$ cat src/rtl/cpd_pkg.sv
// Shared types, constants and helpers for the cascaded PD position controller.
package cpd_pkg;

    // Field and datapath widths
    localparam int BYTE_W   = 8;
    localparam int GAIN_W   = 20;
    localparam int SP_W     = 10;
    localparam int POS_W    = 16;
    localparam int ERR_W    = 16;
    localparam int DIFF_W   = ERR_W + 1;
    localparam int FRAC_W   = 16;
    localparam int PROD_W   = GAIN_W + DIFF_W - FRAC_W + 1;
    localparam int DRIVE_W  = 8;
    localparam int REF_W    = 12;
    localparam int DUTY_W   = 10;
    localparam int ADDR_W   = 5;
    localparam int DATA_W   = 32;

    localparam int HISTORY_DEPTH = 5;

    // Fixed operating points
    localparam int DUTY_X_MID = 767;
    localparam int DUTY_Y_MID = 795;
    localparam int U_LIMIT    = 100;
    localparam int ASCII_ZERO = 48;

    // Register reset values
    localparam logic [GAIN_W-1:0] OUTER_KP_X_RST = 20'd5243;
    localparam logic [GAIN_W-1:0] OUTER_KD_X_RST = 20'd328;
    localparam logic [GAIN_W-1:0] OUTER_KP_Y_RST = 20'd3932;
    localparam logic [GAIN_W-1:0] OUTER_KD_Y_RST = 20'd655;
    localparam logic [GAIN_W-1:0] INNER_KP_RST   = 20'd32768;
    localparam logic [GAIN_W-1:0] INNER_KD_RST   = 20'd229376;
    localparam logic [SP_W-1:0]   SETPOINT_RST   = 10'd175;

    // Register indexes (byte address / 4)
    localparam logic [2:0] REG_OUTER_KP_X = 3'd0;
    localparam logic [2:0] REG_OUTER_KD_X = 3'd1;
    localparam logic [2:0] REG_OUTER_KP_Y = 3'd2;
    localparam logic [2:0] REG_OUTER_KD_Y = 3'd3;
    localparam logic [2:0] REG_INNER_KP   = 3'd4;
    localparam logic [2:0] REG_INNER_KD   = 3'd5;
    localparam logic [2:0] REG_SETPOINT_X = 3'd6;
    localparam logic [2:0] REG_SETPOINT_Y = 3'd7;

    typedef struct packed {
        logic [BYTE_W-1:0] x_hundreds;
        logic [BYTE_W-1:0] x_tens;
        logic [BYTE_W-1:0] x_ones;
        logic [BYTE_W-1:0] y_hundreds;
        logic [BYTE_W-1:0] y_tens;
        logic [BYTE_W-1:0] y_ones;
    } in_item_t;

    typedef struct packed {
        logic [DUTY_W-1:0] duty_x;
        logic [DUTY_W-1:0] duty_y;
    } out_item_t;

    typedef struct packed {
        logic [GAIN_W-1:0] outer_kp_x;
        logic [GAIN_W-1:0] outer_kd_x;
        logic [GAIN_W-1:0] outer_kp_y;
        logic [GAIN_W-1:0] outer_kd_y;
        logic [GAIN_W-1:0] inner_kp;
        logic [GAIN_W-1:0] inner_kd;
        logic [SP_W-1:0]   setpoint_x;
        logic [SP_W-1:0]   setpoint_y;
    } cfg_t;

    // Three ASCII digits to a signed position; any byte is taken as it comes
    function automatic logic signed [POS_W-1:0] decode3(
        input logic [BYTE_W-1:0] h,
        input logic [BYTE_W-1:0] t,
        input logic [BYTE_W-1:0] o
    );
        logic signed [POS_W:0] dh;
        logic signed [POS_W:0] dt;
        logic signed [POS_W:0] d1;
        logic signed [POS_W:0] sum;
        dh  = $signed({9'd0, h}) - (POS_W+1)'(ASCII_ZERO);
        dt  = $signed({9'd0, t}) - (POS_W+1)'(ASCII_ZERO);
        d1  = $signed({9'd0, o}) - (POS_W+1)'(ASCII_ZERO);
        sum = d1 + (dt <<< 3) + (dt <<< 1) + (dh <<< 6) + (dh <<< 5) + (dh <<< 2);
        return sum[POS_W-1:0];
    endfunction

endpackage

$ cat src/rtl/cpd_cfg.sv
// APB-style register file holding the loop gains and setpoints.
module cpd_cfg (
    input  logic                        aclk,
    input  logic                        aresetn,
    input  logic                        psel,
    input  logic                        penable,
    input  logic                        pwrite,
    input  logic [cpd_pkg::ADDR_W-1:0]  paddr,
    input  logic [cpd_pkg::DATA_W-1:0]  pwdata,
    input  logic                        pready,
    output logic [cpd_pkg::DATA_W-1:0]  prdata,
    output cpd_pkg::cfg_t               cfg
);

    cpd_pkg::cfg_t cfg_reg;
    logic          wr_en;
    logic [2:0]    idx;

    assign wr_en = psel & penable & pwrite & pready;
    assign idx   = paddr[cpd_pkg::ADDR_W-1:2];
    assign cfg   = cfg_reg;

    // Register writes, masked to each register's width
    always_ff @(posedge aclk) begin
        if (!aresetn) begin
            cfg_reg.outer_kp_x <= cpd_pkg::OUTER_KP_X_RST;
            cfg_reg.outer_kd_x <= cpd_pkg::OUTER_KD_X_RST;
            cfg_reg.outer_kp_y <= cpd_pkg::OUTER_KP_Y_RST;
            cfg_reg.outer_kd_y <= cpd_pkg::OUTER_KD_Y_RST;
            cfg_reg.inner_kp   <= cpd_pkg::INNER_KP_RST;
            cfg_reg.inner_kd   <= cpd_pkg::INNER_KD_RST;
            cfg_reg.setpoint_x <= cpd_pkg::SETPOINT_RST;
            cfg_reg.setpoint_y <= cpd_pkg::SETPOINT_RST;
        end else if (wr_en) begin
            case (idx)
                cpd_pkg::REG_OUTER_KP_X: cfg_reg.outer_kp_x <= pwdata[cpd_pkg::GAIN_W-1:0];
                cpd_pkg::REG_OUTER_KD_X: cfg_reg.outer_kd_x <= pwdata[cpd_pkg::GAIN_W-1:0];
                cpd_pkg::REG_OUTER_KP_Y: cfg_reg.outer_kp_y <= pwdata[cpd_pkg::GAIN_W-1:0];
                cpd_pkg::REG_OUTER_KD_Y: cfg_reg.outer_kd_y <= pwdata[cpd_pkg::GAIN_W-1:0];
                cpd_pkg::REG_INNER_KP:   cfg_reg.inner_kp   <= pwdata[cpd_pkg::GAIN_W-1:0];
                cpd_pkg::REG_INNER_KD:   cfg_reg.inner_kd   <= pwdata[cpd_pkg::GAIN_W-1:0];
                cpd_pkg::REG_SETPOINT_X: cfg_reg.setpoint_x <= pwdata[cpd_pkg::SP_W-1:0];
                cpd_pkg::REG_SETPOINT_Y: cfg_reg.setpoint_y <= pwdata[cpd_pkg::SP_W-1:0];
                default: ;
            endcase
        end
    end

    // Read back
    always_comb begin
        prdata = '0;
        case (idx)
            cpd_pkg::REG_OUTER_KP_X: prdata[cpd_pkg::GAIN_W-1:0] = cfg_reg.outer_kp_x;
            cpd_pkg::REG_OUTER_KD_X: prdata[cpd_pkg::GAIN_W-1:0] = cfg_reg.outer_kd_x;
            cpd_pkg::REG_OUTER_KP_Y: prdata[cpd_pkg::GAIN_W-1:0] = cfg_reg.outer_kp_y;
            cpd_pkg::REG_OUTER_KD_Y: prdata[cpd_pkg::GAIN_W-1:0] = cfg_reg.outer_kd_y;
            cpd_pkg::REG_INNER_KP:   prdata[cpd_pkg::GAIN_W-1:0] = cfg_reg.inner_kp;
            cpd_pkg::REG_INNER_KD:   prdata[cpd_pkg::GAIN_W-1:0] = cfg_reg.inner_kd;
            cpd_pkg::REG_SETPOINT_X: prdata[cpd_pkg::SP_W-1:0]   = cfg_reg.setpoint_x;
            cpd_pkg::REG_SETPOINT_Y: prdata[cpd_pkg::SP_W-1:0]   = cfg_reg.setpoint_y;
            default:                 prdata = '0;
        endcase
    end

endmodule

$ cat src/rtl/cpd_mul.sv
// Shared Q4.16 gain multiplier, truncating toward zero, registered output.
module cpd_mul (
    input  logic                               aclk,
    input  logic                               load,
    input  logic [cpd_pkg::GAIN_W-1:0]         gain,
    input  logic signed [cpd_pkg::DIFF_W-1:0]  operand,
    output logic signed [cpd_pkg::PROD_W-1:0]  product
);

    localparam int FULL_W = cpd_pkg::GAIN_W + cpd_pkg::DIFF_W;
    localparam int MAG_W  = cpd_pkg::PROD_W - 1;

    logic [cpd_pkg::DIFF_W-1:0] mag;
    logic [FULL_W-1:0]          full;
    logic [MAG_W-1:0]           trunc;
    logic [cpd_pkg::PROD_W-1:0] result;
    logic [cpd_pkg::PROD_W-1:0] product_reg;

    // Sign-magnitude multiply so the shift truncates toward zero
    assign mag    = operand[cpd_pkg::DIFF_W-1] ? (~operand + 1'b1) : operand;
    assign full   = FULL_W'(mag) * FULL_W'(gain);
    assign trunc  = full[FULL_W-1:cpd_pkg::FRAC_W];
    assign result = operand[cpd_pkg::DIFF_W-1] ? (~{1'b0, trunc} + 1'b1) : {1'b0, trunc};

    always_ff @(posedge aclk) begin
        if (load) begin
            product_reg <= result;
        end
    end

    assign product = $signed(product_reg);

endmodule

$ cat src/rtl/cascaded_pd_position_control_unit.sv
// Top level: frame decode, PD sequencer, error histories and result register.
//
// Usage:
//  - Input channel s_valid/s_ready/s_data carries one camera frame per transfer
//    (three ASCII digit bytes per axis). Result channel m_valid/m_ready/m_data
//    carries one duty pair per frame.
//  - Configuration through the APB-style port: eight registers at byte
//    addresses 0x00..0x1C; pready is tied high. Write only while idle.
//  - The outer loop runs on frames 1, 3, 5, ... after reset, the inner loop
//    on every frame. Each PD evaluation steps through error, P product,
//    D product, and sum and saturate on the single shared multiplier.
//  - s_ready is low while a frame is computed and returns the cycle after the
//    result is loaded, so a new frame is taken only once the last one is
//    finished.
//  - If the receiver stalls, the finished result waits in the output
//    register; the next frame is still accepted and computed, and only its
//    final load waits until the held result has been taken.
//  - Synchronous active-low reset clears gains and setpoints to defaults,
//    error histories and inner references to zero, and starts with the
//    outer loop.
module cascaded_pd_position_control_unit #(
    parameter int HISTORY_DEPTH = cpd_pkg::HISTORY_DEPTH
) (
    input  logic                        aclk,
    input  logic                        aresetn,
    input  logic                        s_valid,
    output logic                        s_ready,
    input  cpd_pkg::in_item_t           s_data,
    output logic                        m_valid,
    input  logic                        m_ready,
    output cpd_pkg::out_item_t          m_data,
    input  logic                        psel,
    input  logic                        penable,
    input  logic                        pwrite,
    input  logic [cpd_pkg::ADDR_W-1:0]  paddr,
    input  logic [cpd_pkg::DATA_W-1:0]  pwdata,
    output logic [cpd_pkg::DATA_W-1:0]  prdata,
    output logic                        pready
);

    localparam int OLD_TAP = HISTORY_DEPTH - 2;
    localparam int ERR_W   = cpd_pkg::ERR_W;
    localparam int DIFF_W  = cpd_pkg::DIFF_W;
    localparam int PROD_W  = cpd_pkg::PROD_W;
    localparam int DRV_W   = cpd_pkg::DRIVE_W;
    localparam int REF_W   = cpd_pkg::REF_W;
    localparam int GAIN_W  = cpd_pkg::GAIN_W;

    typedef enum logic [4:0] {
        ST_IDLE = 5'b00001,
        ST_ERR  = 5'b00010,
        ST_MULP = 5'b00100,
        ST_MULD = 5'b01000,
        ST_SAT  = 5'b10000
    } state_t;

    localparam logic [1:0] JOB_OUTER_X = 2'd0;
    localparam logic [1:0] JOB_OUTER_Y = 2'd1;
    localparam logic [1:0] JOB_INNER_X = 2'd2;
    localparam logic [1:0] JOB_INNER_Y = 2'd3;

    cpd_pkg::cfg_t cfg;

    state_t                     state_reg, state_next;
    logic [1:0]                 job_reg;
    logic                       phase_reg;
    logic                       m_valid_reg;
    logic                       m_valid_next;
    cpd_pkg::out_item_t         m_data_reg;
    logic signed [ERR_W-1:0]    px_reg, py_reg;
    logic signed [ERR_W-1:0]    e_reg;
    logic signed [DIFF_W-1:0]   d_reg;
    logic signed [PROD_W-1:0]   p_reg;
    logic signed [DRV_W-1:0]    ux_reg;
    logic signed [REF_W-1:0]    ref_x_reg, ref_y_reg;
    logic signed [ERR_W-1:0]    hist_reg [4][HISTORY_DEPTH];

    logic                       in_xfer;
    logic                       out_free;
    logic signed [ERR_W-1:0]    pos_sel;
    logic signed [REF_W-1:0]    ref_sel;
    logic [cpd_pkg::SP_W-1:0]   sp_sel;
    logic signed [ERR_W:0]      err_full;
    logic signed [ERR_W-1:0]    err;
    logic signed [ERR_W-1:0]    old_tap;
    logic signed [DIFF_W-1:0]   d_full;
    logic [GAIN_W-1:0]          kp_sel, kd_sel;
    logic                       mul_load;
    logic [GAIN_W-1:0]          mul_gain;
    logic signed [DIFF_W-1:0]   mul_operand;
    logic signed [PROD_W-1:0]   mul_prod;
    logic signed [PROD_W:0]     pd_sum;
    logic signed [DRV_W-1:0]    u_sat;
    logic signed [REF_W-1:0]    ref_new;
    logic [cpd_pkg::DUTY_W:0]   duty_x_full, duty_y_full;

    cpd_cfg u_cfg (
        .aclk    (aclk),
        .aresetn (aresetn),
        .psel    (psel),
        .penable (penable),
        .pwrite  (pwrite),
        .paddr   (paddr),
        .pwdata  (pwdata),
        .pready  (pready),
        .prdata  (prdata),
        .cfg     (cfg)
    );

    cpd_mul u_mul (
        .aclk    (aclk),
        .load    (mul_load),
        .gain    (mul_gain),
        .operand (mul_operand),
        .product (mul_prod)
    );

    assign pready   = 1'b1;
    assign s_ready  = (state_reg == ST_IDLE);
    assign in_xfer  = s_valid & s_ready;
    assign m_valid  = m_valid_reg;
    assign m_data   = m_data_reg;
    assign out_free = ~m_valid_reg | m_ready;

    // Operand selection for the current job
    always_comb begin
        sp_sel  = job_reg[0] ? cfg.setpoint_y : cfg.setpoint_x;
        pos_sel = job_reg[0] ? py_reg : px_reg;
        if (job_reg[1]) begin
            ref_sel = job_reg[0] ? ref_y_reg : ref_x_reg;
        end else begin
            ref_sel = $signed({2'b00, sp_sel});
        end
        case (job_reg)
            JOB_OUTER_X: begin kp_sel = cfg.outer_kp_x; kd_sel = cfg.outer_kd_x; end
            JOB_OUTER_Y: begin kp_sel = cfg.outer_kp_y; kd_sel = cfg.outer_kd_y; end
            JOB_INNER_X: begin kp_sel = cfg.inner_kp;   kd_sel = cfg.inner_kd;   end
            JOB_INNER_Y: begin kp_sel = cfg.inner_kp;   kd_sel = cfg.inner_kd;   end
            default:     begin kp_sel = cfg.inner_kp;   kd_sel = cfg.inner_kd;   end
        endcase
    end

    // New error and derivative against the entry that becomes the oldest
    assign err_full = {pos_sel[ERR_W-1], pos_sel}
                    - {{(ERR_W+1-REF_W){ref_sel[REF_W-1]}}, ref_sel};
    assign err      = err_full[ERR_W-1:0];
    assign old_tap  = hist_reg[job_reg][OLD_TAP];
    assign d_full   = {err[ERR_W-1], err} - {old_tap[ERR_W-1], old_tap};

    // Shared multiplier issue
    assign mul_load    = (state_reg == ST_MULP) | (state_reg == ST_MULD);
    assign mul_gain    = (state_reg == ST_MULP) ? kp_sel : kd_sel;
    assign mul_operand = (state_reg == ST_MULP) ? {e_reg[ERR_W-1], e_reg} : d_reg;

    // P plus D, saturated to the drive range
    assign pd_sum = {p_reg[PROD_W-1], p_reg} + {mul_prod[PROD_W-1], mul_prod};
    always_comb begin
        if (pd_sum > (PROD_W+1)'(cpd_pkg::U_LIMIT)) begin
            u_sat = DRV_W'(cpd_pkg::U_LIMIT);
        end else if (pd_sum < -(PROD_W+1)'(cpd_pkg::U_LIMIT)) begin
            u_sat = -DRV_W'(cpd_pkg::U_LIMIT);
        end else begin
            u_sat = pd_sum[DRV_W-1:0];
        end
    end

    assign ref_new     = $signed({2'b00, sp_sel}) - {{(REF_W-DRV_W){u_sat[DRV_W-1]}}, u_sat};
    assign duty_x_full = (cpd_pkg::DUTY_W+1)'(cpd_pkg::DUTY_X_MID)
                       - {{(cpd_pkg::DUTY_W+1-DRV_W){ux_reg[DRV_W-1]}}, ux_reg};
    assign duty_y_full = (cpd_pkg::DUTY_W+1)'(cpd_pkg::DUTY_Y_MID)
                       + {{(cpd_pkg::DUTY_W+1-DRV_W){u_sat[DRV_W-1]}}, u_sat};

    // Result valid: cleared on a transfer, set when the last drive is loaded
    always_comb begin
        m_valid_next = m_valid_reg & ~m_ready;
        if (state_reg == ST_SAT && job_reg == JOB_INNER_Y && out_free) begin
            m_valid_next = 1'b1;
        end
    end

    // Sequencer
    always_comb begin
        state_next = state_reg;
        case (state_reg)
            ST_IDLE: if (in_xfer) state_next = ST_ERR;
            ST_ERR:  state_next = ST_MULP;
            ST_MULP: state_next = ST_MULD;
            ST_MULD: state_next = ST_SAT;
            ST_SAT: begin
                if (job_reg != JOB_INNER_Y) begin
                    state_next = ST_ERR;
                end else if (out_free) begin
                    state_next = ST_IDLE;
                end
            end
            default: state_next = ST_IDLE;
        endcase
    end

    // Control state, histories and inner references
    always_ff @(posedge aclk) begin
        if (!aresetn) begin
            state_reg   <= ST_IDLE;
            job_reg     <= JOB_OUTER_X;
            phase_reg   <= 1'b0;
            m_valid_reg <= 1'b0;
            ref_x_reg   <= '0;
            ref_y_reg   <= '0;
            for (int j = 0; j < 4; j++) begin
                for (int k = 0; k < HISTORY_DEPTH; k++) begin
                    hist_reg[j][k] <= '0;
                end
            end
        end else begin
            state_reg   <= state_next;
            m_valid_reg <= m_valid_next;
            if (in_xfer) begin
                phase_reg <= ~phase_reg;
                job_reg   <= phase_reg ? JOB_INNER_X : JOB_OUTER_X;
            end
            if (state_reg == ST_ERR) begin
                for (int k = HISTORY_DEPTH - 1; k > 0; k--) begin
                    hist_reg[job_reg][k] <= hist_reg[job_reg][k-1];
                end
                hist_reg[job_reg][0] <= err;
            end
            if (state_reg == ST_SAT) begin
                case (job_reg)
                    JOB_OUTER_X: begin ref_x_reg <= ref_new; job_reg <= JOB_OUTER_Y; end
                    JOB_OUTER_Y: begin ref_y_reg <= ref_new; job_reg <= JOB_INNER_X; end
                    JOB_INNER_X: job_reg <= JOB_INNER_Y;
                    default: ;
                endcase
            end
        end
    end

    // Datapath payload registers
    always_ff @(posedge aclk) begin
        if (in_xfer) begin
            px_reg <= cpd_pkg::decode3(s_data.x_hundreds, s_data.x_tens, s_data.x_ones);
            py_reg <= cpd_pkg::decode3(s_data.y_hundreds, s_data.y_tens, s_data.y_ones);
        end
        if (state_reg == ST_ERR) begin
            e_reg <= err;
            d_reg <= d_full;
        end
        if (state_reg == ST_MULD) begin
            p_reg <= mul_prod;
        end
        if (state_reg == ST_SAT && job_reg == JOB_INNER_X) begin
            ux_reg <= u_sat;
        end
        if (state_reg == ST_SAT && job_reg == JOB_INNER_Y && out_free) begin
            m_data_reg.duty_x <= duty_x_full[cpd_pkg::DUTY_W-1:0];
            m_data_reg.duty_y <= duty_y_full[cpd_pkg::DUTY_W-1:0];
        end
    end

    // Checks
    a_accept_starts: assert property (@(posedge aclk) disable iff (!aresetn)
        in_xfer |=> (state_reg == ST_ERR))
        else $error("frame transfer did not start the sequencer");

    a_outer_phase: assert property (@(posedge aclk) disable iff (!aresetn)
        (state_reg == ST_ERR && !job_reg[1]) |-> phase_reg)
        else $error("outer loop ran on an inner-only frame");

    a_ref_range: assert property (@(posedge aclk) disable iff (!aresetn)
        (ref_x_reg >= -REF_W'(cpd_pkg::U_LIMIT)) && (ref_y_reg >= -REF_W'(cpd_pkg::U_LIMIT)))
        else $error("inner reference below saturation bound");

    a_no_overwrite: assert property (@(posedge aclk) disable iff (!aresetn)
        (m_valid_reg && !m_ready) |=> (m_valid_reg && $stable(m_data_reg)))
        else $error("held result overwritten");

    a_duty_range: assert property (@(posedge aclk) disable iff (!aresetn)
        m_valid_reg |-> (m_data_reg.duty_x >= 10'd667 && m_data_reg.duty_x <= 10'd867
                         && m_data_reg.duty_y >= 10'd695 && m_data_reg.duty_y <= 10'd895))
        else $error("duty outside saturated range");

endmodule

$ cat config.mk
export PLATFORM = sky130hd
export DESIGN_NAME = cascaded_pd_position_control_unit
export DESIGN_NICKNAME = d
export VERILOG_FILES = /design/src/rtl/cpd_pkg.sv /design/src/rtl/cpd_cfg.sv /design/src/rtl/cpd_mul.sv /design/src/rtl/cascaded_pd_position_control_unit.sv
export SDC_FILE = /design/constraint.sdc
export NUM_CORES = 2
export LEC_CHECK = 0
export BUFFER_PORTS_ARGS = -buffer_cell sky130_fd_sc_hd__buf_2
export CORE_MARGIN = 4
export CORE_UTILIZATION = 55
export DETAILED_ROUTE_END_ITERATION = 6
export PLACE_DENSITY = 0.75
export SLEW_MARGIN = 30
export SYNTH_ARGS = -nofsm -noshare
export SYNTH_HDL_FRONTEND = slang
export SYNTH_SLANG_ARGS = --single-unit
export TNS_END_PERCENT = 20
$ cat constraint.sdc
create_clock -name aclk -period 15.4 [get_ports aclk]
set_clock_uncertainty 0.1 [all_clocks]
set_input_delay 2.31 -clock aclk [delete_from_list [all_inputs] [get_ports aclk]]
set_output_delay 2.31 -clock aclk [all_outputs]
set_load 0.01 [all_outputs]
==> summary.md <==
| Metric | Value |
|---|---|
| Status | `finished, final reports clean` |
| F_max | `0.08697 GHz` |
| Number of synthesized register bits | `564` |
| Starting density of the core | `between 50% and 60%` |
| Setup crit end kind | `register` |
| Die Ht | `~290 um` |
| Antenna Nets Post-Route | `0` |
| Mapped cell area | `approximately 43000 um^2` |
| Hold Crit Class | `reg -> reg` |
| Reg2reg path depth | `37` |
| Dpl ws | `3.964 ns` |
| Hpwl dp | `around 74 mm` |
| Worst path arrival time | `roughly 12 ns` |
| CP Data Required Time | `approximately 16 ns` |
| Core Region | `between 70000 and 80000 um^2` |
| Synth Flop Type | `edfxtp_1` |
| First-pass GRT wire length | `around 170 mm` |
| Hold Path Sink | `p_reg[3]$_DFFE_PP_` |
| XOR/XNOR share of the synthesized area | `about 3%` |
| CTS Buf Count | `60` |
| Post-synthesis mux area share | `under 10%` |
| Compound-gate portion of the synthesized area | `a little under 9%` |
| Total gr overflow | `0` |
| Hold Fails Final Rpt | `0` |
| Clock Sinks | `approximately 560` |
| Post-synthesis adder-cell area fraction | `a little under a quarter` |
| Reg-to-Reg End | `u_mul.product[12]$_DFFE_PP_` |
| Port bufs | `between 100 and 150` |
| Post-Synth Simple-Gate Area | `between 15 and 20%` |
| Maximum clock path buffer count | `3` |
| Commonest cells in the netlist | `625 x nand2_1, 532 x inv_1, 391 x edfxtp_1, 341 x fa_1, 266 x nor2_1` |
| CP peak stage delay | `0.90 ns` |
| DIE WIDTH | `between 200 and 300 um` |
| Average wire per cell in the routed design | `slightly below 20 um` |
| Final period utilization | `between 70% and 80%` |
| DR vias | `31180` |
| H-tree Lvls | `2` |
| Max-cap violations | `0` |
| Worst path slowest cell | `and3b_2` |
| Post-cts sizing count | `0` |
| Yosys top cell by area | `edfxtp_1` |
| Pwr Density | `around 130 nW/um^2` |
| Post-synthesis cell type count | `between 90 and 100` |
| Number of synthesized flops with an enable pin | `391` |
| Final Total Pwr | `5.948 mW` |
| Worst-Skew Late Latency | `0.66 ns` |
| RSZ-0062 raised after global routing | `no` |
| Util after Layout | `a little over 60%` |
| CTS tree | `done` |
| Clk root buf | `clkbuf_16` |
| Fin. max-slew vios | `0` |
| First-pass DRT Iterations | `5` |
| FF-to-FF setup slack | `between 3 and 4 ns` |
| Leakage | `roughly 20 nW` |
| Max_slew headroom | `between 30% and 40%` |
| Number of synthesis warnings | `0` |
| Dominant combinational cell family by area after synthesis | `adder cells` |
| IO Count | `approximately 150` |
| Most frequent cell after synthesis | `nand2_1` |
| Pin count of the biggest net entering global routing | `between 150 and 200` |
| Fillers | `about 6200` |
| DRT iter0 DRCs | `between 2000 and 3000` |
| Ys async rst share | `0%` |
| Hold WS | `0.3548 ns` |
| CP startpoint kind | `register` |
| CP most frequent cell | `fa_1` |
| Global Route Usage Sum | `approximately a quarter` |
| CP startpoint | `state_reg[4]$_SDFFE_PN0P_` |
| Setup ws final | `about 3.9 ns` |
| Final setup violation count | `0` |
| Worst VDD drop | `0.1474 mV` |
| CP Max Fanout | `37` |
| Routed WL | `around 110 mm` |
| Setup_tns | `0 ns` |
| Tightest Pin Transition | `about 1.0 ns` |
| Post-Synthesis Cells | `4264` |
| Max FFs per register | `between 200 and 300` |
| Gpl congestion | `a little over 0.9` |
| Hold depth | `0` |
| FP Rows | `~100` |
| Initial antenna violation count | `8` |
| R2R Path Start | `state_reg[4]$_SDFFE_PN0P_` |
| Synth top area share | `between 20% and 30%` |
| Vias in the first global route | `31270` |
| Cts hold-fix bufs | `0` |
| Hold Startpoint | `u_mul.product[3]$_DFFE_PP_` |
| Final worst path period need | `around 11 ns` |
| CTS clk-pin slew, worst paths | `0.08 ns` |
| Synth area leaders | `edfxtp_1 27%, fa_1 16%, dfxtp_1 8.1%` |
| Avg Cell Area, Syn | `between 10 and 15 um^2` |
| Via density per instance | `5.835` |
| Share of layout cells above drive strength 1 | `10.47%` |
| Crit Path Category | `reg -> reg` |
| Postcts setup bufs | `0` |
| Post-synthesis sequential area ratio | `approximately 36%` |
| Drt drc | `0` |
| Die area | `approximately 82000 um^2` |
| Nets | `around 4900` |
| Area growth, synth to finish | `8.426%` |
## where the power goes
| group | internal (mW) | switching, mW |
|---|---|---|
| Clock | 0.876 | 0.629 |
| Combinational | 0.998 | 1.62 |
| Sequential | 1.79 | 0.0308 |
## cells by family (layout without fill, tap and decap cells)
logic type | count (synthesis) | in the layout
AND/OR/NAND/NOR | 1443 | 1443
other | 2 | 22
buffers and inverters | 773 | 803
XOR/XNOR | 142 | 142
AO/OA/AOI/OAI | 570 | 570
multiplexers | 198 | 198
adder cells (fa/ha/maj) | 572 | 572
flip-flops | 564 | 564
## worst max-delay path, delay by kind of cell, from the launching register on
| kind | cells | cell delay (ns) |
|---|---|---|
| AOI/OAI and AO/OA | 7 | 1.43 |
| xor gates and xnor gates | 2 | 0.69 |
| DFF | 1 | 0.37 |
| muxes | 1 | 0.23 |
| buffers and inverters | 5 | 0.46 |
| adders and majority gates | 9 | 4.04 |
| and+or+nand+nor | 13 | 3.91 |
## routing by layer
layer | GRT usage (%) | wire (um) | part of all wire (%)
met5 | 0 | 13 | 0.012
met4 | 8.555 | 3656 | 3.5
met3 | 4.980 | 9148 | 8.7
met2 | 43.44 | 50770 | 48
met1 | 33.03 | 41590 | 40
## stage by stage
step | cells | cell area [um^2]
after floorplan | 4277 | 42780
after global placement | 5223 | 44110
after detailed placement | 5224 | 44190
after CTS | 5336 | 46270
after global routing | 5339 | 46320
final | 5344 | 46340
## area by class of cell
| cell class | instances | area [um^2] | share of cell area [%] |
|---|---|---|---|
| Inverter | 533 | 2002 | 4.320 |
| Timing Repair Buffer | 158 | 904.6 | 1.952 |
| Clock buffer | 73 | 1633 | 3.524 |
| Multi-Input combinational cell | 2940 | 24830 | 53.60 |
| Sequential cell | 564 | 15210 | 32.83 |
| Clock inverter | 39 | 444.2 | 0.9586 |
| Antenna cell | 7 | 17.52 | 0.03780 |
| Tap cell | 1030 | 1289 | 2.781 |
## cell usage in the layout (no fill, tap or decap), drive strengths merged, types with 16 or more instances in the layout
cell type	netlist	routed
a211oi	29	29
a21o	23	23
a21oi	215	215
a221o	18	18
a22o	26	26
and2	62	62
and3	209	209
buf	46	158
clkbuf	194	73
clkinv	1	31
dfxtp	173	173
edfxtp	391	391
fa	341	341
ha	231	231
inv	532	533
mux2	42	42
mux2i	73	73
mux4	83	83
nand2	625	625
nand2b	27	27
nand3	93	93
nand4	17	17
nor2	266	266
nor2b	25	25
nor3	50	50
o21a	22	22
o21ai	80	80
o31ai	16	16
or3	21	21
xnor2	104	104
xor2	38	38
## worst max path at each step
stage,to,slack [ns],depth (start not counted)
floorplan,u_mul.product[12]$_DFFE_PP_,4.89,38
global placement,u_mul.product[12]$_DFFE_PP_,3.82,37
detailed placement,u_mul.product[12]$_DFFE_PP_,3.96,37
CTS,u_mul.product[12]$_DFFE_PP_,3.99,37
global route,u_mul.product[18]$_DFFE_PP_,3.31,32
finish,u_mul.product[12]$_DFFE_PP_,3.90,37
Power figures use the tool's default switching activity.
